===== src/rtl/core/pdm_pkg.sv =====
// Shared constants, types and state encodings for the PWM period/duty meter.
package pdm_pkg;

  localparam int STAMP_W    = 16;                // width of the stamp field
  localparam int STAMP_BITS = 16;                // stamp bits actually used
  localparam int PER_W      = STAMP_BITS + 1;    // high + low
  localparam int TICK_W     = 24;
  localparam int DIV_W      = 24;                // dividend width of both divisions
  localparam int CNT_W      = $clog2(DIV_W);
  localparam int FREQ_W     = 16;
  localparam int DUTY_W     = 7;
  localparam int QDEPTH     = 2;
  localparam int QIDX_W     = $clog2(QDEPTH);

  localparam logic [DIV_W-1:0]  PCT        = DIV_W'(100);
  localparam logic [TICK_W-1:0] TICK_RESET = TICK_W'(1000000);
  localparam logic [FREQ_W-1:0] FREQ_MAX   = {FREQ_W{1'b1}};

  localparam logic CMD_START = 1'b0;

  typedef enum logic [1:0] {
    PH_IDLE,
    PH_RISE1,
    PH_FALL,
    PH_RISE2
  } phase_t;

  typedef enum logic [1:0] {
    BK_IDLE,
    BK_RUN,
    BK_DONE
  } back_st_t;

  typedef struct packed {
    logic [STAMP_BITS-1:0] high;
    logic [STAMP_BITS-1:0] low;
  } job_t;

endpackage


===== src/rtl/core/pdm_if.sv =====
// Channel interfaces: edge events in, measurement results out, config writes.
interface pdm_in_if;
  logic                        valid;
  logic                        ready;
  logic                        cmd;
  logic                        edge_rising;
  logic [pdm_pkg::STAMP_W-1:0] stamp;
  modport source (output valid, cmd, edge_rising, stamp, input ready);
  modport sink   (input valid, cmd, edge_rising, stamp, output ready);
endinterface

interface pdm_out_if;
  logic                        valid;
  logic                        ready;
  logic [pdm_pkg::FREQ_W-1:0]  frequency;
  logic [pdm_pkg::DUTY_W-1:0]  duty_percent;
  logic                        zero_period;
  modport source (output valid, frequency, duty_percent, zero_period, input ready);
  modport sink   (input valid, frequency, duty_percent, zero_period, output ready);
endinterface

interface pdm_cfg_if;
  logic                        valid;
  logic                        ready;
  logic [pdm_pkg::TICK_W-1:0]  data;
  modport source (output valid, data, input ready);
  modport sink   (input valid, data, output ready);
endinterface


===== src/rtl/core/pwm_period_duty_meter.sv =====
// Top level: PWM period/duty meter from timestamped edge beats.
// The closing rising-edge beat pushes a job into the queue; the back end loads
// it, runs a 24-step restoring division, registers the result beat and only
// then takes a new job. Beats are accepted only while the queue has room.
// A two-entry job queue lets the front keep taking beats while dividing.
// Reset: synchronous active-low rst_n; phase idle, stamps zero, tick rate 1000000.
module pwm_period_duty_meter (
  input  logic       clk,
  input  logic       rst_n,
  pdm_in_if.sink     in_ch,
  pdm_out_if.source  out_ch,
  pdm_cfg_if.sink    cfg_ch
);
  import pdm_pkg::*;

  logic f_valid, f_ready;
  job_t f_job;
  logic b_valid, b_ready;
  job_t b_job;

  pdm_front u_front (
    .clk       (clk),
    .rst_n     (rst_n),
    .in_ch     (in_ch),
    .job_valid (f_valid),
    .job_ready (f_ready),
    .job       (f_job)
  );

  pdm_fifo u_fifo (
    .clk      (clk),
    .rst_n    (rst_n),
    .wr_valid (f_valid),
    .wr_ready (f_ready),
    .wr_data  (f_job),
    .rd_valid (b_valid),
    .rd_ready (b_ready),
    .rd_data  (b_job)
  );

  pdm_back u_back (
    .clk       (clk),
    .rst_n     (rst_n),
    .job_valid (b_valid),
    .job_ready (b_ready),
    .job       (b_job),
    .cfg_ch    (cfg_ch),
    .out_ch    (out_ch)
  );

endmodule


===== src/rtl/core/pdm_front.sv =====
// Front end: edge sequencing, stamp capture, high/low time extraction.
module pdm_front (
  input  logic           clk,
  input  logic           rst_n,
  pdm_in_if.sink         in_ch,
  output logic           job_valid,
  input  logic           job_ready,
  output pdm_pkg::job_t  job
);
  import pdm_pkg::*;

  phase_t                phase_r, phase_nxt;
  logic [STAMP_BITS-1:0] rise_r, rise_nxt;
  logic [STAMP_BITS-1:0] fall_r, fall_nxt;
  logic [STAMP_BITS-1:0] st;
  logic                  acc;

  assign in_ch.ready = job_ready;
  assign acc         = in_ch.valid && in_ch.ready;
  assign st          = in_ch.stamp[STAMP_BITS-1:0];

  assign job.high = fall_r - rise_r;
  assign job.low  = st - fall_r;

  always_ff @(posedge clk) begin
    if (!rst_n) begin
      phase_r <= PH_IDLE;
      rise_r  <= '0;
      fall_r  <= '0;
    end else begin
      phase_r <= phase_nxt;
      rise_r  <= rise_nxt;
      fall_r  <= fall_nxt;
    end
  end

  always_comb begin
    phase_nxt = phase_r;
    rise_nxt  = rise_r;
    fall_nxt  = fall_r;
    job_valid = 1'b0;
    if (acc) begin
      if (in_ch.cmd == CMD_START) begin
        phase_nxt = PH_RISE1;
      end else begin
        unique case (phase_r)
          PH_RISE1: if (in_ch.edge_rising) begin
            rise_nxt  = st;
            phase_nxt = PH_FALL;
          end
          PH_FALL: if (!in_ch.edge_rising) begin
            fall_nxt  = st;
            phase_nxt = PH_RISE2;
          end
          PH_RISE2: if (in_ch.edge_rising) begin
            job_valid = 1'b1;
            phase_nxt = PH_IDLE;
          end
          default: phase_nxt = phase_r;
        endcase
      end
    end
  end

endmodule


===== src/rtl/core/pdm_fifo.sv =====
// Two-entry job queue between the front end and the divider back end.
module pdm_fifo (
  input  logic           clk,
  input  logic           rst_n,
  input  logic           wr_valid,
  output logic           wr_ready,
  input  pdm_pkg::job_t  wr_data,
  output logic           rd_valid,
  input  logic           rd_ready,
  output pdm_pkg::job_t  rd_data
);
  import pdm_pkg::*;

  job_t              mem_r [QDEPTH];
  logic [QIDX_W-1:0] wp_r, rp_r;
  logic [QIDX_W:0]   cnt_r;
  logic              push, pop;

  assign wr_ready = cnt_r != (QIDX_W+1)'(QDEPTH);
  assign rd_valid = cnt_r != '0;
  assign rd_data  = mem_r[rp_r];
  assign push     = wr_valid && wr_ready;
  assign pop      = rd_valid && rd_ready;

  always_ff @(posedge clk) begin
    if (push) mem_r[wp_r] <= wr_data;
  end

  always_ff @(posedge clk) begin
    if (!rst_n) begin
      wp_r  <= '0;
      rp_r  <= '0;
      cnt_r <= '0;
    end else begin
      if (push) wp_r <= wp_r + 1'b1;
      if (pop)  rp_r <= rp_r + 1'b1;
      if (push && !pop) cnt_r <= cnt_r + 1'b1;
      else if (pop && !push) cnt_r <= cnt_r - 1'b1;
    end
  end

endmodule


===== src/rtl/core/pdm_back.sv =====
// Back end: two restoring dividers run in lockstep for duty and frequency.
module pdm_back (
  input  logic           clk,
  input  logic           rst_n,
  input  logic           job_valid,
  output logic           job_ready,
  input  pdm_pkg::job_t  job,
  pdm_cfg_if.sink        cfg_ch,
  pdm_out_if.source      out_ch
);
  import pdm_pkg::*;

  back_st_t          st_r, st_nxt;
  logic [TICK_W-1:0] tick_r;
  logic [CNT_W-1:0]  cnt_r, cnt_nxt;
  logic [DIV_W-1:0]  dd_r, dd_nxt;     // duty dividend, quotient shifts in
  logic [DIV_W-1:0]  df_r, df_nxt;     // frequency dividend/quotient
  logic [PER_W-1:0]  per_r, per_nxt;
  logic [PER_W-1:0]  remd_r, remd_nxt;
  logic [PER_W-1:0]  remf_r, remf_nxt;
  logic              zero_r, zero_nxt;
  logic              ov_r, ov_nxt;
  logic [FREQ_W-1:0] freq_r, freq_nxt;
  logic [DUTY_W-1:0] duty_r, duty_nxt;
  logic              zp_r, zp_nxt;

  logic [PER_W:0]    shd, shf;
  logic              bd, bf;
  logic [PER_W-1:0]  sum;
  logic              out_free;

  assign cfg_ch.ready        = 1'b1;
  assign out_ch.valid        = ov_r;
  assign out_ch.frequency    = freq_r;
  assign out_ch.duty_percent = duty_r;
  assign out_ch.zero_period  = zp_r;
  assign out_free            = !ov_r || out_ch.ready;
  assign job_ready           = st_r == BK_IDLE;

  assign sum = {1'b0, job.high} + {1'b0, job.low};
  assign shd = {remd_r, dd_r[DIV_W-1]};
  assign shf = {remf_r, df_r[DIV_W-1]};
  assign bd  = shd >= {1'b0, per_r};
  assign bf  = shf >= {1'b0, per_r};

  always_ff @(posedge clk) begin
    if (!rst_n) begin
      st_r   <= BK_IDLE;
      ov_r   <= 1'b0;
      tick_r <= TICK_RESET;
    end else begin
      st_r <= st_nxt;
      ov_r <= ov_nxt;
      if (cfg_ch.valid) tick_r <= cfg_ch.data;
    end
  end

  always_ff @(posedge clk) begin
    cnt_r  <= cnt_nxt;
    dd_r   <= dd_nxt;
    df_r   <= df_nxt;
    per_r  <= per_nxt;
    remd_r <= remd_nxt;
    remf_r <= remf_nxt;
    zero_r <= zero_nxt;
    freq_r <= freq_nxt;
    duty_r <= duty_nxt;
    zp_r   <= zp_nxt;
  end

  always_comb begin
    st_nxt   = st_r;
    cnt_nxt  = cnt_r;
    dd_nxt   = dd_r;
    df_nxt   = df_r;
    per_nxt  = per_r;
    remd_nxt = remd_r;
    remf_nxt = remf_r;
    zero_nxt = zero_r;
    freq_nxt = freq_r;
    duty_nxt = duty_r;
    zp_nxt   = zp_r;
    ov_nxt   = ov_r && !out_ch.ready;
    unique case (st_r)
      BK_IDLE: if (job_valid) begin
        dd_nxt   = DIV_W'(job.high) * PCT;
        df_nxt   = DIV_W'(tick_r);
        per_nxt  = sum;
        zero_nxt = sum == '0;
        remd_nxt = '0;
        remf_nxt = '0;
        cnt_nxt  = '0;
        st_nxt   = BK_RUN;
      end
      BK_RUN: begin
        remd_nxt = bd ? PER_W'(shd - {1'b0, per_r}) : shd[PER_W-1:0];
        remf_nxt = bf ? PER_W'(shf - {1'b0, per_r}) : shf[PER_W-1:0];
        dd_nxt   = {dd_r[DIV_W-2:0], bd};
        df_nxt   = {df_r[DIV_W-2:0], bf};
        cnt_nxt  = cnt_r + 1'b1;
        if (cnt_r == CNT_W'(DIV_W-1)) st_nxt = BK_DONE;
      end
      BK_DONE: if (out_free) begin
        ov_nxt = 1'b1;
        zp_nxt = zero_r;
        if (zero_r) begin
          freq_nxt = '0;
          duty_nxt = '0;
        end else begin
          freq_nxt = (|df_r[DIV_W-1:FREQ_W]) ? FREQ_MAX : df_r[FREQ_W-1:0];
          duty_nxt = dd_r[DUTY_W-1:0];
        end
        st_nxt = BK_IDLE;
      end
      default: st_nxt = BK_IDLE;
    endcase
  end

endmodule

===== src/flat_wrapper.sv =====
// flat-port wrapper written by rule: the top's interface ports become plain ports
module pwm_period_duty_meter_flat import pdm_pkg::*;
  (clk, rst_n, in_ch_valid, in_ch_cmd, in_ch_edge_rising, in_ch_stamp, in_ch_ready, out_ch_valid, out_ch_frequency, out_ch_duty_percent, out_ch_zero_period, out_ch_ready, cfg_ch_valid, cfg_ch_data, cfg_ch_ready);
  pdm_in_if in_ch_i ();
  pdm_out_if out_ch_i ();
  pdm_cfg_if cfg_ch_i ();
  input  logic clk;
  input  logic rst_n;
  input wire logic [$bits(in_ch_i.valid)-1:0] in_ch_valid;
  input wire logic [$bits(in_ch_i.cmd)-1:0] in_ch_cmd;
  input wire logic [$bits(in_ch_i.edge_rising)-1:0] in_ch_edge_rising;
  input wire logic [$bits(in_ch_i.stamp)-1:0] in_ch_stamp;
  output wire logic [$bits(in_ch_i.ready)-1:0] in_ch_ready;
  output wire logic [$bits(out_ch_i.valid)-1:0] out_ch_valid;
  output wire logic [$bits(out_ch_i.frequency)-1:0] out_ch_frequency;
  output wire logic [$bits(out_ch_i.duty_percent)-1:0] out_ch_duty_percent;
  output wire logic [$bits(out_ch_i.zero_period)-1:0] out_ch_zero_period;
  input wire logic [$bits(out_ch_i.ready)-1:0] out_ch_ready;
  input wire logic [$bits(cfg_ch_i.valid)-1:0] cfg_ch_valid;
  input wire logic [$bits(cfg_ch_i.data)-1:0] cfg_ch_data;
  output wire logic [$bits(cfg_ch_i.ready)-1:0] cfg_ch_ready;
  assign in_ch_i.valid = in_ch_valid;
  assign in_ch_i.cmd = in_ch_cmd;
  assign in_ch_i.edge_rising = in_ch_edge_rising;
  assign in_ch_i.stamp = in_ch_stamp;
  assign in_ch_ready = in_ch_i.ready;
  assign out_ch_valid = out_ch_i.valid;
  assign out_ch_frequency = out_ch_i.frequency;
  assign out_ch_duty_percent = out_ch_i.duty_percent;
  assign out_ch_zero_period = out_ch_i.zero_period;
  assign out_ch_i.ready = out_ch_ready;
  assign cfg_ch_i.valid = cfg_ch_valid;
  assign cfg_ch_i.data = cfg_ch_data;
  assign cfg_ch_ready = cfg_ch_i.ready;
  pwm_period_duty_meter u_core (.clk(clk), .rst_n(rst_n), .in_ch(in_ch_i), .out_ch(out_ch_i), .cfg_ch(cfg_ch_i));
endmodule

===== config.mk =====
export PLATFORM = sky130hd
export DESIGN_NAME = pwm_period_duty_meter_flat
export DESIGN_NICKNAME = d
export VERILOG_FILES = /design/src/rtl/core/pdm_pkg.sv /design/src/rtl/core/pdm_if.sv /design/src/rtl/core/pwm_period_duty_meter.sv /design/src/rtl/core/pdm_front.sv /design/src/rtl/core/pdm_fifo.sv /design/src/rtl/core/pdm_back.sv /design/src/flat_wrapper.sv
export SDC_FILE = /design/constraint.sdc
export NUM_CORES = 1
export LEC_CHECK = 0
export BUFFER_PORTS_ARGS = -buffer_cell sky130_fd_sc_hd__buf_4
export CAP_MARGIN = 5
export CELL_PAD_IN_SITES_DETAIL_PLACEMENT = 1
export CELL_PAD_IN_SITES_GLOBAL_PLACEMENT = 1
export CORE_UTILIZATION = 45
export CTS_BUF_LIST = sky130_fd_sc_hd__clkbuf_16
export CTS_CLUSTER_SIZE = 24
export DETAILED_ROUTE_END_ITERATION = 10
export GPL_TIMING_DRIVEN = 0
export PLACE_DENSITY = 0.75
export SLEW_MARGIN = 20
export SYNTH_ARGS = -nofsm -noshare
export SYNTH_HDL_FRONTEND = slang
export SYNTH_SLANG_ARGS = --single-unit

===== constraint.sdc =====
create_clock -name clk -period 13.2 [get_ports clk]
set_input_delay 1.98 -clock clk [delete_from_list [all_inputs] [get_ports clk]]
set_output_delay 1.98 -clock clk [all_outputs]
set_load 0.01 [all_outputs]

Word level (Yosys, flattened, before mapping) --
Memory sizes are Yosys's and may differ from the RTL's. A register that Yosys moved wholly into a read port is not among the register bits. Cells that the tools add are included.
Word-level totals: register bits 194, memory bits (writable) 64, memories kept 1, output and inout bits 27, word-level logic and storage cells 105
Memories:
- u_core.u_fifo.mem_r | depth 2, bits a word 32, read ports 1, clocked after Yosys merged registers in 1, write ports 1, RTL line pdm_fifo.sv:14 | job_t mem_r [QDEPTH];
Cells by class: $lt $le $gt $ge 2, add/sub/neg operators 10, multipliers 1, mux-type cells 33, reductions and logical operators 24, bitwise logic cells 1, equality and inequality tests 14
Operator list (number):
- $pmux W24 S2 | 2
- $pmux W17 S2 | 2
- $mux W17 | 3
- $mux W24 | 2
- $ge A18 B17 Y1 | 2
- $sub A17 B17 Y17 | 2
- $sub A16 B16 Y16 | 2
- $mul A16 B5 Y21 const B | 1
- $mux W2 | 9
- $add A16 B16 Y17 | 1
- $logic_not A17 Y1 | 1
- $mux W16 | 1
- $pmux W2 S3 | 2
- $mux W1 | 10
- $pmux W5 S2 | 1
- $ne A3 B3 Y1 const B | 3
- $ne A2 B2 Y1 const B | 4
- $reduce_and A4 Y1 | 2
- $reduce_or A8 Y1 | 1
- $eq A2 B2 Y1 const B | 3
- $logic_and A1 B1 Y1 | 6
- $reduce_and A2 Y1 | 3
- $reduce_bool A2 Y1 | 3
- $add A5 B1 Y5 const B | 1
- 13 further kinds | 18

Longest topological paths before layout --
Gate-level depths: netlist of the first run.
depth in word-level cells 9, gate-level depth with buffers 18, depth with buffers taken out 16

Hierarchy --
From an unflattened synthesis of the first run, not the netlist that was laid out.
Second synthesis, totals: cells, all modules 1571, area total of the unflattened synthesis 15847.7 um^2
By module, submodules not included:
- pdm_back | times used 1, cells each 1047, area each 10367.4 um^2, seq. area each 4414.2 um^2
- pdm_front | times used 1, cells each 400, area each 2929.1 um^2, seq. area each 680.7 um^2
- pdm_fifo | times used 1, cells each 124, area each 2551.2 um^2, seq. area each 2021.9 um^2

Least setup slack after synthesis of the first run --
No wires, ideal clock.
path kind input-to-reg, from input in_ch_valid, to memory u_core.u_fifo.mem_r[0][0] (netlist bit), enable pin, setup slack 8.204 ns, stages on the path 3, required time 12.737 ns, path buffers 0, setup time 0.463 ns, data arrival time 4.532 ns, cell sequence and3_1 nand2_1 nor3_1
On the way: word-level cells in the longest chain between the ends 5
RTL lines:
- from (decl) | RTL line flat_wrapper.sv:9 | input wire logic [$bits(in_ch_i.valid)-1:0] in_ch_valid;
- $logic_and A1 B1 Y1 | RTL line pdm_front.sv:19 | assign acc = in_ch.valid && in_ch.ready;
- $mux W1 | RTL line pdm_front.sv:42 | if (acc) begin
- $logic_and A1 B1 Y1 | RTL line pdm_fifo.sv:22 | assign push = wr_valid && wr_ready;
- $mux W1 | RTL line pdm_fifo.sv:26 | if (push) mem_r[wp_r] <= wr_data;
- $mux W1 (not written as such) | RTL line pdm_fifo.sv:26
- to (decl) | RTL line pdm_fifo.sv:14
Every way passes these cells.

==> results of run 1 <==
-- sequential cells by signal, summed over array words and instances (netlist names), 2 cells and up, named ones only --
name	cells
u_core.u_front.phase_r	2
u_core.u_back.out_ch.frequency	16
u_core.u_back.cnt_r	5
u_core.u_back.tick_r	24
u_core.u_back.out_ch.duty_percent	7
u_core.u_back.remd_r	17
u_core.u_fifo.mem_r	64
u_core.u_back.df_r	24
u_core.u_back.per_r	17
u_core.u_fifo.cnt_r	2
u_core.u_back.dd_r	24
u_core.u_back.remf_r	17
u_core.u_front.rise_r	16
u_core.u_back.st_r	2
u_core.u_front.fall_r	16
-- worst paths after layout --
check	slack (ns)	end	depth (start not counted)
min reg2reg	0.46	u_core.u_front.rise_r[3]	2
max	8.23	u_core.u_back.dd_r[20]	16
max reg2reg	8.23	u_core.u_back.dd_r[20]	16
min	0.46	u_core.u_front.rise_r[3]	2
-- synthesized netlist by cell type, types with 6 or more instances --
cell type	number	area [µm²]
nor2b_1	43	269
mux2i_1	36	360
nor2_1	103	387
edfxtp_1	193	5800
a21boi_1	11	82.6
xnor2_1	41	359
fa_1	16	320
o211ai_1	12	90.1
a211o_1	8	70.1
nor3_1	33	165
or3_1	17	106
and3_1	12	75.1
a211oi_1	11	82.6
a21o_1	18	135
dfxtp_1	66	1320
nand4_1	6	37.5
nor4_1	6	37.5
and2_1	15	93.8
nand2b_1	17	106
mux2_2	23	259
a21boi_0	28	210
nand3_1	32	160
a21oi_1	75	375
ha_1	134	1680
a31oi_1	12	75.1
nand2_1	227	852
o21a_1	21	158
o21ai_1	22	110
o21ai_0	38	190
inv_1	124	465
clkbuf_1	40	150
xor2_1	28	245
-- through the flow --
stage / setup WS (ns) / instance area [µm²] / hold slack (ns)
6_report: 8.23 / 17800 / 0.464
2_1_floorplan: 8.20 / 15500 / 0.441
4_1_cts: 8.19 / 17800 / 0.469
5_1_grt: 7.80 / 17800 / 0.484
3_5_place_dp: 8.19 / 16800 / 0.460
3_3_place_gp: 6.62 / 16600 / 0.452
-- critical path: cells and delay by family (launching register included) --
| family | cells | cell delay [ns] |
|---|---|---|
| simple gates | 1 | 0.08 |
| fa+ha+maj | 4 | 1.42 |
| flops | 1 | 0.31 |
| compound gates | 7 | 1.54 |
| buf+inv | 3 | 0.83 |
| mux | 1 | 0.50 |
-- placed cells by master, fill, tap and decap left out, types with 23 or more instances in the layout --
master,count
mux2i_1,36
buf_4,75
nor3_1,32
dfxtp_1,66
clkbuf_16,31
o21ai_0,38
nor2b_1,42
inv_1,126
a21boi_0,28
mux2_2,23
nand2_1,227
a21oi_1,75
edfxtp_1,193
nand3_1,32
nor2_1,102
xnor2_1,41
xor2_1,28
clkbuf_1,40
ha_1,134
-- area by class of cell --
cell class | count | share of cell area, %
Multi-Input combinational cell | 1120 | 43.5
Sequential cell | 259 | 39.9
Clock buffer | 31 | 4.35
Timing Repair Buffer | 78 | 3.76
Tap cell | 448 | 3.14
Inverter | 124 | 2.61
Clock inverter | 25 | 1.54
Buffer | 50 | 1.20
-- cell families after synthesis --
kind of cell	count (synthesis)	share of synthesized area [%]
adder cells (fa/ha/maj)	150	12.9
AND/OR/NAND/NOR	533	15.9
XOR/XNOR	69	3.89
flip-flops	259	45.8
AO/OA/AOI/OAI	308	13.2
multiplexers	59	3.99
buffers and inverters	174	4.37
other	1	0.0241
-- report_power, final --
part	switching [mW]	total (mW)	leakage, nW	internal, mW
registers	0.103	1.34	2.35	1.23
clock network	0.344	0.885	0.513	0.541
logic	1.51	2.50	4.34	0.987
-- layer usage --
layer / vias up / GRT usage (%) / wire (µm)
li1: 5716 / - / -
met1: 5632 / 27.9 / 17600
met2: 158 / 40.5 / 19600
met4: 0 / 6.63 / 1050
met5: - / 0 / 0
met3: 74 / 2.84 / 1130
==> flow_summary_export.csv, run 1 <==
group,metric,value,unit
run_status,status,"finished, final reports clean",
sta,rsz0062_at_grt,"false",
clock_tree,cts_sinks,259,
clock_tree,insertion_delay,0.57,ns
sta,finalHoldViolCount,0,
placed_design,place_hpwl,30000,µm
clock_tree,cts_root_buffer,"clkbuf_16",
clock_tree,ctsHtreeMaxLevel,1,
yosys,avgSynthCellArea,10.0,µm²
clock_tree,cts_buffers,30,
floorplan,rows,67,
setup_path,start_kind,"flip-flop",
yosys,ys.flop_type,"edfxtp_1",
setup_path,cp.required,13.48,ns
drt,final_antenna_net_count,0,
setup_path,cp_slowest_cell,"mux2i_1",
setup_path,cp.arrival,5.25,ns
sta,period_share,37.6,%
global_routing,antenna_found_initial,1,
floorplan,core-area,0.0338,mm²
sta,maxClockFrequency,201,MHz
global_routing,grt_max_degree,32,
drt,viasPerCell,5.42,
yosys,ys_seq_elements,259,
global_routing,grt_first_pass_wirelength,63200,µm
setup_path,cp_max_fo,10,
cells_and_area,ff_latch_area,0.00712,mm²
cells_and_area,multi_input_area,0.00776,mm²
sta,setup_viol,0,
cells_and_area,stdcell_count,2135,
yosys,synth_warnings,0,
sta,tightest_slew,0.829,ns
cells_and_area,final_util,52.8,%
global_routing,grt_pass1_vias,12355,
yosys,syn_inst,1553,
cells_and_area,synthToLayoutAreaGrowth,14.8,%
cells_and_area,n_antenna_cell,0,
yosys,synth-async-reset-ratio,0,%
floorplan,die_area,0.0353,mm²
floorplan,chipHeight,188,µm
sta,slew-limit-headroom,44.2,%
sta,drv_slew,0,
cells_and_area,final_layout_size_suffix_gt1_share,10.7,%
hold_path,hold_class,"flip-flop to flip-flop",
cells_and_area,fill_cells,3758,
drt,drt_pass1_iterations,5,
sta,period_needed,4.97,ns
clock_tree,postCtsSetupBuffers,0,
placed_design,globalplace.congestion,0.871,
drt,drt-total-wl,39500,µm
yosys,synth_cell_types,73,
setup_path,crit_path_end_kind,"flip-flop",
global_routing,grt_util_all_layers,22.5,%
drt,drc,0,
setup_path,critPathMaxStageDelay,0.50,ns
setup_path,path_class,"flip-flop to flip-flop",
cells_and_area,nets,1860,
pwr,p_leak,7.21,nW
hold_path,hp-start,"u_core.u_front.rise_r[3]",
sta,fin_skew,0.0103,ns
flow_run,drv_cap,0,
floorplan,start_util,46.0,%
placed_design,port_buffers,70,
sta,tns,0,ns
yosys,ys_seq_area_share,45.8,%
pwr,power,4.72,mW
drt,wl_per_cell,18.5,µm
yosys,syn-num-nets,1750,
pwr,vdd_ir_drop_max,138,µV
clock_tree,cts_buffer_depth,3,
placed_design,dp_cells,2079,
drt,drtIter0Drc,485,
floorplan,die_x,188,µm
clock_tree,holdBufCountCts,0,
pwr,power-per-cell-area,265,mW/mm²
clock_tree,tritoncts,"done",
yosys,syn_area,0.0155,mm²
clock_tree,ctsResizeCount,0,
drt,vias,11580,
floorplan,pin_count,74,
yosys,synth_edf_count,193,
clock_tree,clk_pin_slew_worst_paths,0.06,ns
setup_path,crit_top_cell,"ha_1",
setup_path,path_cells,"clkbuf_1 -> clkbuf_1 -> mux2i_1 -> inv_1 -> ha_1 -> ha_1 -> ha_1 -> fa_1 -> a211oi_1 -> o21bai_1 -> a31oi_1 -> o211ai_1 -> a31o_2 -> a211o_1 -> nand2_1 -> a21oi_1",
global_routing,overflow,0,
Power figures use the tool's default switching activity.
==> run 2: changes to the inputs <==
--- a/config.mk
+++ b/config.mk
@@ -5,6 +5,7 @@
 export SDC_FILE = /design/constraint.sdc
 export NUM_CORES = 1
 export LEC_CHECK = 0
+export ABC_AREA = 1
 export BUFFER_PORTS_ARGS = -buffer_cell sky130_fd_sc_hd__buf_4
 export CAP_MARGIN = 5
 export CELL_PAD_IN_SITES_DETAIL_PLACEMENT = 1
@@ -14,7 +15,7 @@
 export CTS_CLUSTER_SIZE = 24
 export DETAILED_ROUTE_END_ITERATION = 10
 export GPL_TIMING_DRIVEN = 0
-export PLACE_DENSITY = 0.75
+export PLACE_DENSITY = 0.77
 export SLEW_MARGIN = 20
 export SYNTH_ARGS = -nofsm -noshare
 export SYNTH_HDL_FRONTEND = slang
==> constraint.sdc (replaced) <==
create_clock -name clk -period 4.84 [get_ports clk]
set_input_delay 0.726 -clock clk [delete_from_list [all_inputs] [get_ports clk]]
set_output_delay 0.726 -clock clk [all_outputs]
set_load 0.01 [all_outputs]
==> run 2 against run 1 <==
Effect of this change:
- non-clock buffer count is 9 lower
- design area increased by 1.0%
- setup slack got worse by 7.9 ns
- critical path type unchanged
- hold slack worse by 0.10 ns
- die area up 2.3%
- flip-flop and latch count is the same
- wire length increased by 11%
- power rose to 3.0 times the previous value
- sequential share of layout area decreased by 0.41 points
- global-route usage up 2.3 points
==> flow_summary_export.csv, run 2 <==
group,metric,value,unit
global_routing,antenna_found_initial,0,
yosys,avgSynthCellArea,8.59,µm²
placed_design,port_buffers,72,
drt,vias,12891,
clock_tree,cts_sinks,259,
sta,drv_slew,0,
clock_tree,cts_root_buffer,"clkbuf_16",
clock_tree,insertion_delay,0.58,ns
floorplan,chipHeight,190,µm
cells_and_area,largest_reg_flops,64,
clock_tree,postCtsSetupBuffers,0,
yosys,synth_cell_types,45,
hold_path,hp-start,"cfg_ch_data[14]",
placed_design,place_hpwl,33900,µm
sta,setup_viol,0,
drt,wl_per_cell,18.0,µm
global_routing,grt_pass1_vias,13779,
run_status,status,"finished, final reports clean",
sta,tightest_slew,0.904,ns
yosys,synth_edf_count,193,
pwr,vdd_ir_drop_max,440,µV
drt,drt_pass1_iterations,5,
setup_path,start_kind,"flip-flop",
yosys,syn-num-nets,2049,
yosys,yosysMostFrequentCell,"nand2_1",
floorplan,die_x,190,µm
yosys,syn_area,0.0159,mm²
drt,final_antenna_net_count,0,
global_routing,overflow,0,
setup_path,cp.arrival,4.85,ns
setup_path,cp.required,5.15,ns
yosys,synth.area.top_cells,"edfxtp_1 36%, ha_1 11%, dfxtp_1 8.3%, nand2_1 7.9%, inv_1 6.8%",
clock_tree,cts_buffer_depth,3,
clock_tree,clk_pin_slew_worst_paths,0.06,ns
yosys,synth_top_area_share,36.4,%
global_routing,grt_max_degree,55,
flow_run,drv_cap,0,
pwr,p_leak,8.24,nW
clock_tree,tritoncts,"done",
clock_tree,cts_buffers,29,
sta,period_share,93.9,%
cells_and_area,nets,2156,
cells_and_area,mostFrequentLayoutCell,"nand2_1",
global_routing,grt_util_all_layers,24.8,%
clock_tree,ctsHtreeMaxLevel,1,
drt,drt-total-wl,43800,µm
yosys,ys_seq_area_share,44.7,%
floorplan,pin_count,74,
yosys,syn_inst,1852,
drt,drc,0,
pwr,power,14.1,mW
yosys,synth-async-reset-ratio,0,%
cells_and_area,final_layout_size_suffix_gt1_share,9.74,%
sta,period_needed,4.54,ns
yosys,ys_seq_elements,259,
sta,finalHoldViolCount,0,
floorplan,core-area,0.0346,mm²
cells_and_area,n_antenna_cell,0,
setup_path,cp_max_fo,10,
drt,viasPerCell,5.29,
yosys,synth_warnings,0,
sta,slew-limit-headroom,39.6,%
sta,rsz0062_at_grt,"false",
sta,maxClockFrequency,220,MHz
yosys,yosysTopAreaCell,"edfxtp_1",
setup_path,crit_path_end_kind,"flip-flop",
setup_path,path_class,"flip-flop to flip-flop",
cells_and_area,final_cell_mix,"335 x nand2_1, 296 x inv_1, 193 x nor2_1, 193 x edfxtp_1, 150 x o21ai_0",
clock_tree,holdBufCountCts,0,
cells_and_area,synthToLayoutAreaGrowth,13.3,%
floorplan,start_util,45.9,%
drt,drtIter0Drc,573,
global_routing,grt_first_pass_wirelength,71000,µm
hold_path,hold_class,"primary input to flip-flop",
floorplan,rows,68,
yosys,ys.flop_type,"edfxtp_1",
cells_and_area,fill_cells,4123,
sta,fin_skew,0.0244,ns
placed_design,globalplace.congestion,0.868,
floorplan,die_area,0.0361,mm²
sta,tns,0,ns
cells_and_area,regMostFlops,"u_core.u_fifo.mem_r",
yosys,yosys-top-cells-count,"336 x nand2_1, 288 x inv_1, 195 x nor2_1",
pwr,power-per-cell-area,781,mW/mm²
==> run 2: changes by cell type in the layout (fill, tap and decap cells not counted), moves of 20 or more <==
| cell | change |
|---|---|
| inv_1 | +170 |
| o21ai_0 | +112 |
| nand2_1 | +108 |
| nor2_1 | +91 |
| a21oi_1 | +66 |
| nand3_1 | +44 |
| nor2b_1 | -42 |
| mux2i_1 | -36 |
| a21boi_0 | -27 |
| xnor2_1 | -20 |
==> run 2: worst paths after layout <==
path              slack [ns]  depth (start not counted)                       end
hold / removal          0.36                          3  u_core.u_back.tick_r[14]
setup reg to reg        0.30                         16    u_core.u_back.dd_r[21]
setup / recovery        0.30                         16    u_core.u_back.dd_r[21]
hold reg to reg         0.46                          2  u_core.u_back.tick_r[14]
==> run 2: per-layer routing <==
layer	global-route usage, %	wire [µm]	up-vias
li1	-	-	6361
met1	30.9	19400	6302
met2	45.3	22100	160
met3	2.55	1090	68
met4	6.70	1190	0
met5	0	0	-
==> run 2: critical path, cell delays in order (launching register included) <==
cell and delay [ns]:
dfxtp_1 0.51, buf_2 0.34, nand2_1 0.09, o21ai_0 0.32, inv_1 0.29, ha_1 0.28
ha_1 0.31, fa_1 0.47, ha_1 0.36, a21oi_1 0.20, nand2_1 0.13, a21oi_1 0.34
o21bai_1 0.22, nand3_1 0.15, nand3_1 0.09, nand3_1 0.12, nand2_1 0.07
==> run 2: cell families after synthesis <==
family,synth area share (%)
compound gates,11.7
xor+xnor,3.30
fa+ha+maj,12.6
buf+inv,8.26
flops,44.7
mux,1.49
other cells,0.0236
simple gates,18.0
==> run 2: area by class of cell <==
type                    count  area [µm²]  area share [%]
multi-input cells        1258        7500            41.6
flip-flops and latches    259        7120            39.5
inverters                 292        1100            6.09
clock buffers              29         726            4.03
repair buffers             77         634            3.52
well taps                 455         569            3.16
plain buffers              42         214            1.19
clock inverters            24         164           0.909
==> run 2: metrics by stage <==
stage	hold slack (ns)	cells	instance area, µm²	utilization, %	worst slack (ns)
3_3_place_gp	0.438	2379	17000	49.1	-0.278
4_1_cts	0.348	2437	18000	52.1	0.122
6_report	0.361	2436	18000	52.1	0.297
2_1_floorplan	0.425	1852	15900	-	0.982
3_5_place_dp	0.449	2384	17100	49.5	0.0141
5_1_grt	0.351	2436	18000	52.1	0.0290
==> run 2: power breakdown <==
group	internal (mW)	leakage [nW]	switching [mW]
logic	2.81	5.41	5.48
registers	3.42	2.36	0.257
clock network	1.19	0.468	0.922
==> run 2: what timing repair did <==
action | CTS | global route
gates resized for setup | 1 | 3
pin swaps | 0 | 0
setup endpoints to repair | 3 | 4
cloned | 0 | 0
==> run 3: changes to the inputs <==
--- a/config.mk
+++ b/config.mk
@@ -15,6 +15,7 @@
 export CTS_CLUSTER_SIZE = 24
 export DETAILED_ROUTE_END_ITERATION = 10
 export GPL_TIMING_DRIVEN = 0
+export MAX_ROUTING_LAYER = met4
 export PLACE_DENSITY = 0.77
 export SLEW_MARGIN = 20
 export SYNTH_ARGS = -nofsm -noshare
==> run 3 against run 2 <==
Effect of this change:
- flip-flop and latch count did not move
- design area fell by 0.12%
- critical path depth did not move
- sequential power barely moved
- die area did not move
- via count fell by 0.30%
- register-to-register slack improved by 0.06 ns
- clock skew fell by 0.013 ns
- critical path type unchanged
- largest power group unchanged
==> flow_summary_export.csv, run 3 (synthesis results as in run 2) <==
group,metric,value,unit
run_status,status,"finished, final reports clean",
clock_tree,cts_root_buffer,"clkbuf_16",
clock_tree,postCtsSetupBuffers,0,
sta,rsz0062_at_grt,"false",
drt,met2_length,21900,µm
floorplan,chipHeight,190,µm
placed_design,place_hpwl,33900,µm
setup_path,cp_max_fo,10,
pwr,power-per-cell-area,777,mW/mm²
global_routing,antenna_found_initial,0,
floorplan,core-area,0.0346,mm²
clock_tree,cts_buffers,29,
sta,setup_viol,0,
sta,drv_slew,0,
drt,drt_pass1_iterations,5,
pwr,switching_share,47.3,%
setup_path,rrSetupSlack,0.36,ns
sta,period_needed,4.48,ns
cells_and_area,fill_cells,4163,
drt,viasPerCell,5.27,
setup_path,cp.arrival,4.79,ns
pwr,vdd_ir_drop_max,453,µV
global_routing,overflow,0,
drt,wl_per_cell,17.8,µm
sta,maxClockFrequency,223,MHz
drt,vias,12852,
cells_and_area,finalInstanceArea,0.0180,mm²
clock_tree,insertion_delay,0.56,ns
sta,period_share,92.5,%
placed_design,port_buffers,72,
setup_path,start_kind,"flip-flop",
clock_tree,holdBufCountCts,0,
floorplan,rows,68,
global_routing,grt_max_degree,55,
placed_design,globalplace.congestion,0.880,
clock_tree,ctsHtreeMaxLevel,1,
pwr,seq_power_share,26.3,%
cells_and_area,n_antenna_cell,0,
floorplan,die_area,0.0361,mm²
sta,slew-limit-headroom,39.5,%
clock_tree,cts_buffer_depth,3,
cells_and_area,synthToLayoutAreaGrowth,13.2,%
drt,drt-total-wl,43400,µm
pwr,p_leak,8.21,nW
floorplan,die_x,190,µm
sta,tightest_slew,0.907,ns
global_routing,grt_util_all_layers,25.4,%
pwr,switching_power,6.61,mW
sta,hold_ws,0.380,ns
cells_and_area,final_util,52.0,%
cells_and_area,stdcell_count,2437,
clock_tree,tritoncts,"done",
clock_tree,cts_sinks,259,
drt,drtIter0Drc,500,
cells_and_area,final_layout_size_suffix_gt1_share,10.0,%
cells_and_area,regMostFlops,"u_core.u_fifo.mem_r",
drt,drc,0,
sta,fin_skew,0.0119,ns
drt,met3WireLength,1270,µm
pwr,internal-power,7.37,mW
global_routing,grt_first_pass_wirelength,70500,µm
setup_path,cp.required,5.15,ns
cells_and_area,final_cell_mix,"335 x nand2_1, 292 x inv_1, 193 x nor2_1, 193 x edfxtp_1, 150 x o21ai_0",
cells_and_area,largest_reg_flops,64,
placed_design,dpl_cell_area,0.0171,mm²
setup_path,path_class,"flip-flop to flip-flop",
cells_and_area,nets,2156,
sta,finalHoldViolCount,0,
floorplan,pin_count,74,
global_routing,grt_pass1_vias,13844,
clock_tree,clk_pin_slew_worst_paths,0.06,ns
flow_run,drv_cap,0,
pwr,pwr-share-clk,14.8,%
drt,top_layer,"met4",
hold_path,hold_class,"primary input to flip-flop",
hold_path,hp-start,"cfg_ch_data[14]",
drt,final_antenna_net_count,0,
cells_and_area,mostFrequentLayoutCell,"nand2_1",
floorplan,start_util,45.9,%
setup_path,crit_path_end_kind,"flip-flop",
pwr,power,14.0,mW
pwr,pwr-share-comb,58.9,%
drt,wl_met1,19300,µm
placed_design,dp_cells,2384,
[run 3: area by class of cell]
cell class,count,area (µm²),area share (%)
inverters,292,1100,6.10
clock inverters,25,150,0.834
plain buffers,42,214,1.19
multi-input cells,1258,7500,41.7
flip-flops and latches,259,7120,39.5
clock buffers,29,726,4.03
well taps,455,569,3.16
repair buffers,77,627,3.48
[run 3: what timing repair did]
| action | 4_1_cts | 5_1_grt |
|---|---|---|
| gates resized for setup | 1 | 2 |
| hold endpoints to repair | 0 | 0 |
| endpoints found under the setup margin | 2 | 4 |
[run 3: metal layers]
| layer | vias up | global-route usage [%] |
|---|---|---|
| li1 | 6333 | - |
| met1 | 6282 | 30.6 |
| met2 | 172 | 44.8 |
| met3 | 65 | 2.67 |
| met4 | 0 | 6.61 |
| met5 | - | - |
[run 3: worst max-delay path: stages (launching register included)]
cell and delay [ns]:
dfxtp_1 0.41, clkbuf_1 0.27, o21ai_0 0.56, inv_1 0.23, ha_1 0.33, ha_1 0.28
inv_1 0.05, fa_1 0.51, inv_1 0.05, ha_1 0.35, a21oi_1 0.24, a21boi_0 0.37
nor2_1 0.08, nor3_1 0.20, nand3_1 0.10, nand3_1 0.11, nand2_1 0.07
[run 3: final timing paths]
kind                              end  cells after the start
max            u_core.u_back.dd_r[20]                     16
min          u_core.u_back.tick_r[14]                      3
max reg2reg    u_core.u_back.dd_r[20]                     16
min reg2reg  u_core.u_back.tick_r[14]                      2
[run 3: per-stage QoR]
stage	TNS, ns	worst slack (ns)
floorplan	0	0.982
global placement	-23.47	-0.284
detailed placement	0	0.0201
CTS	0	0.0923
global route	0	0.0860
finish	0	0.361
[run 3: power groups by stage]
stage	registers (mW)	clock network (mW)	logic, mW
floorplan	3.66	0	6.01
global placement	3.70	0	7.74
detailed placement	3.70	0	8.22
CTS	3.66	2.11	8.30
global route	3.73	2.19	9.33
finish	3.67	2.07	8.24
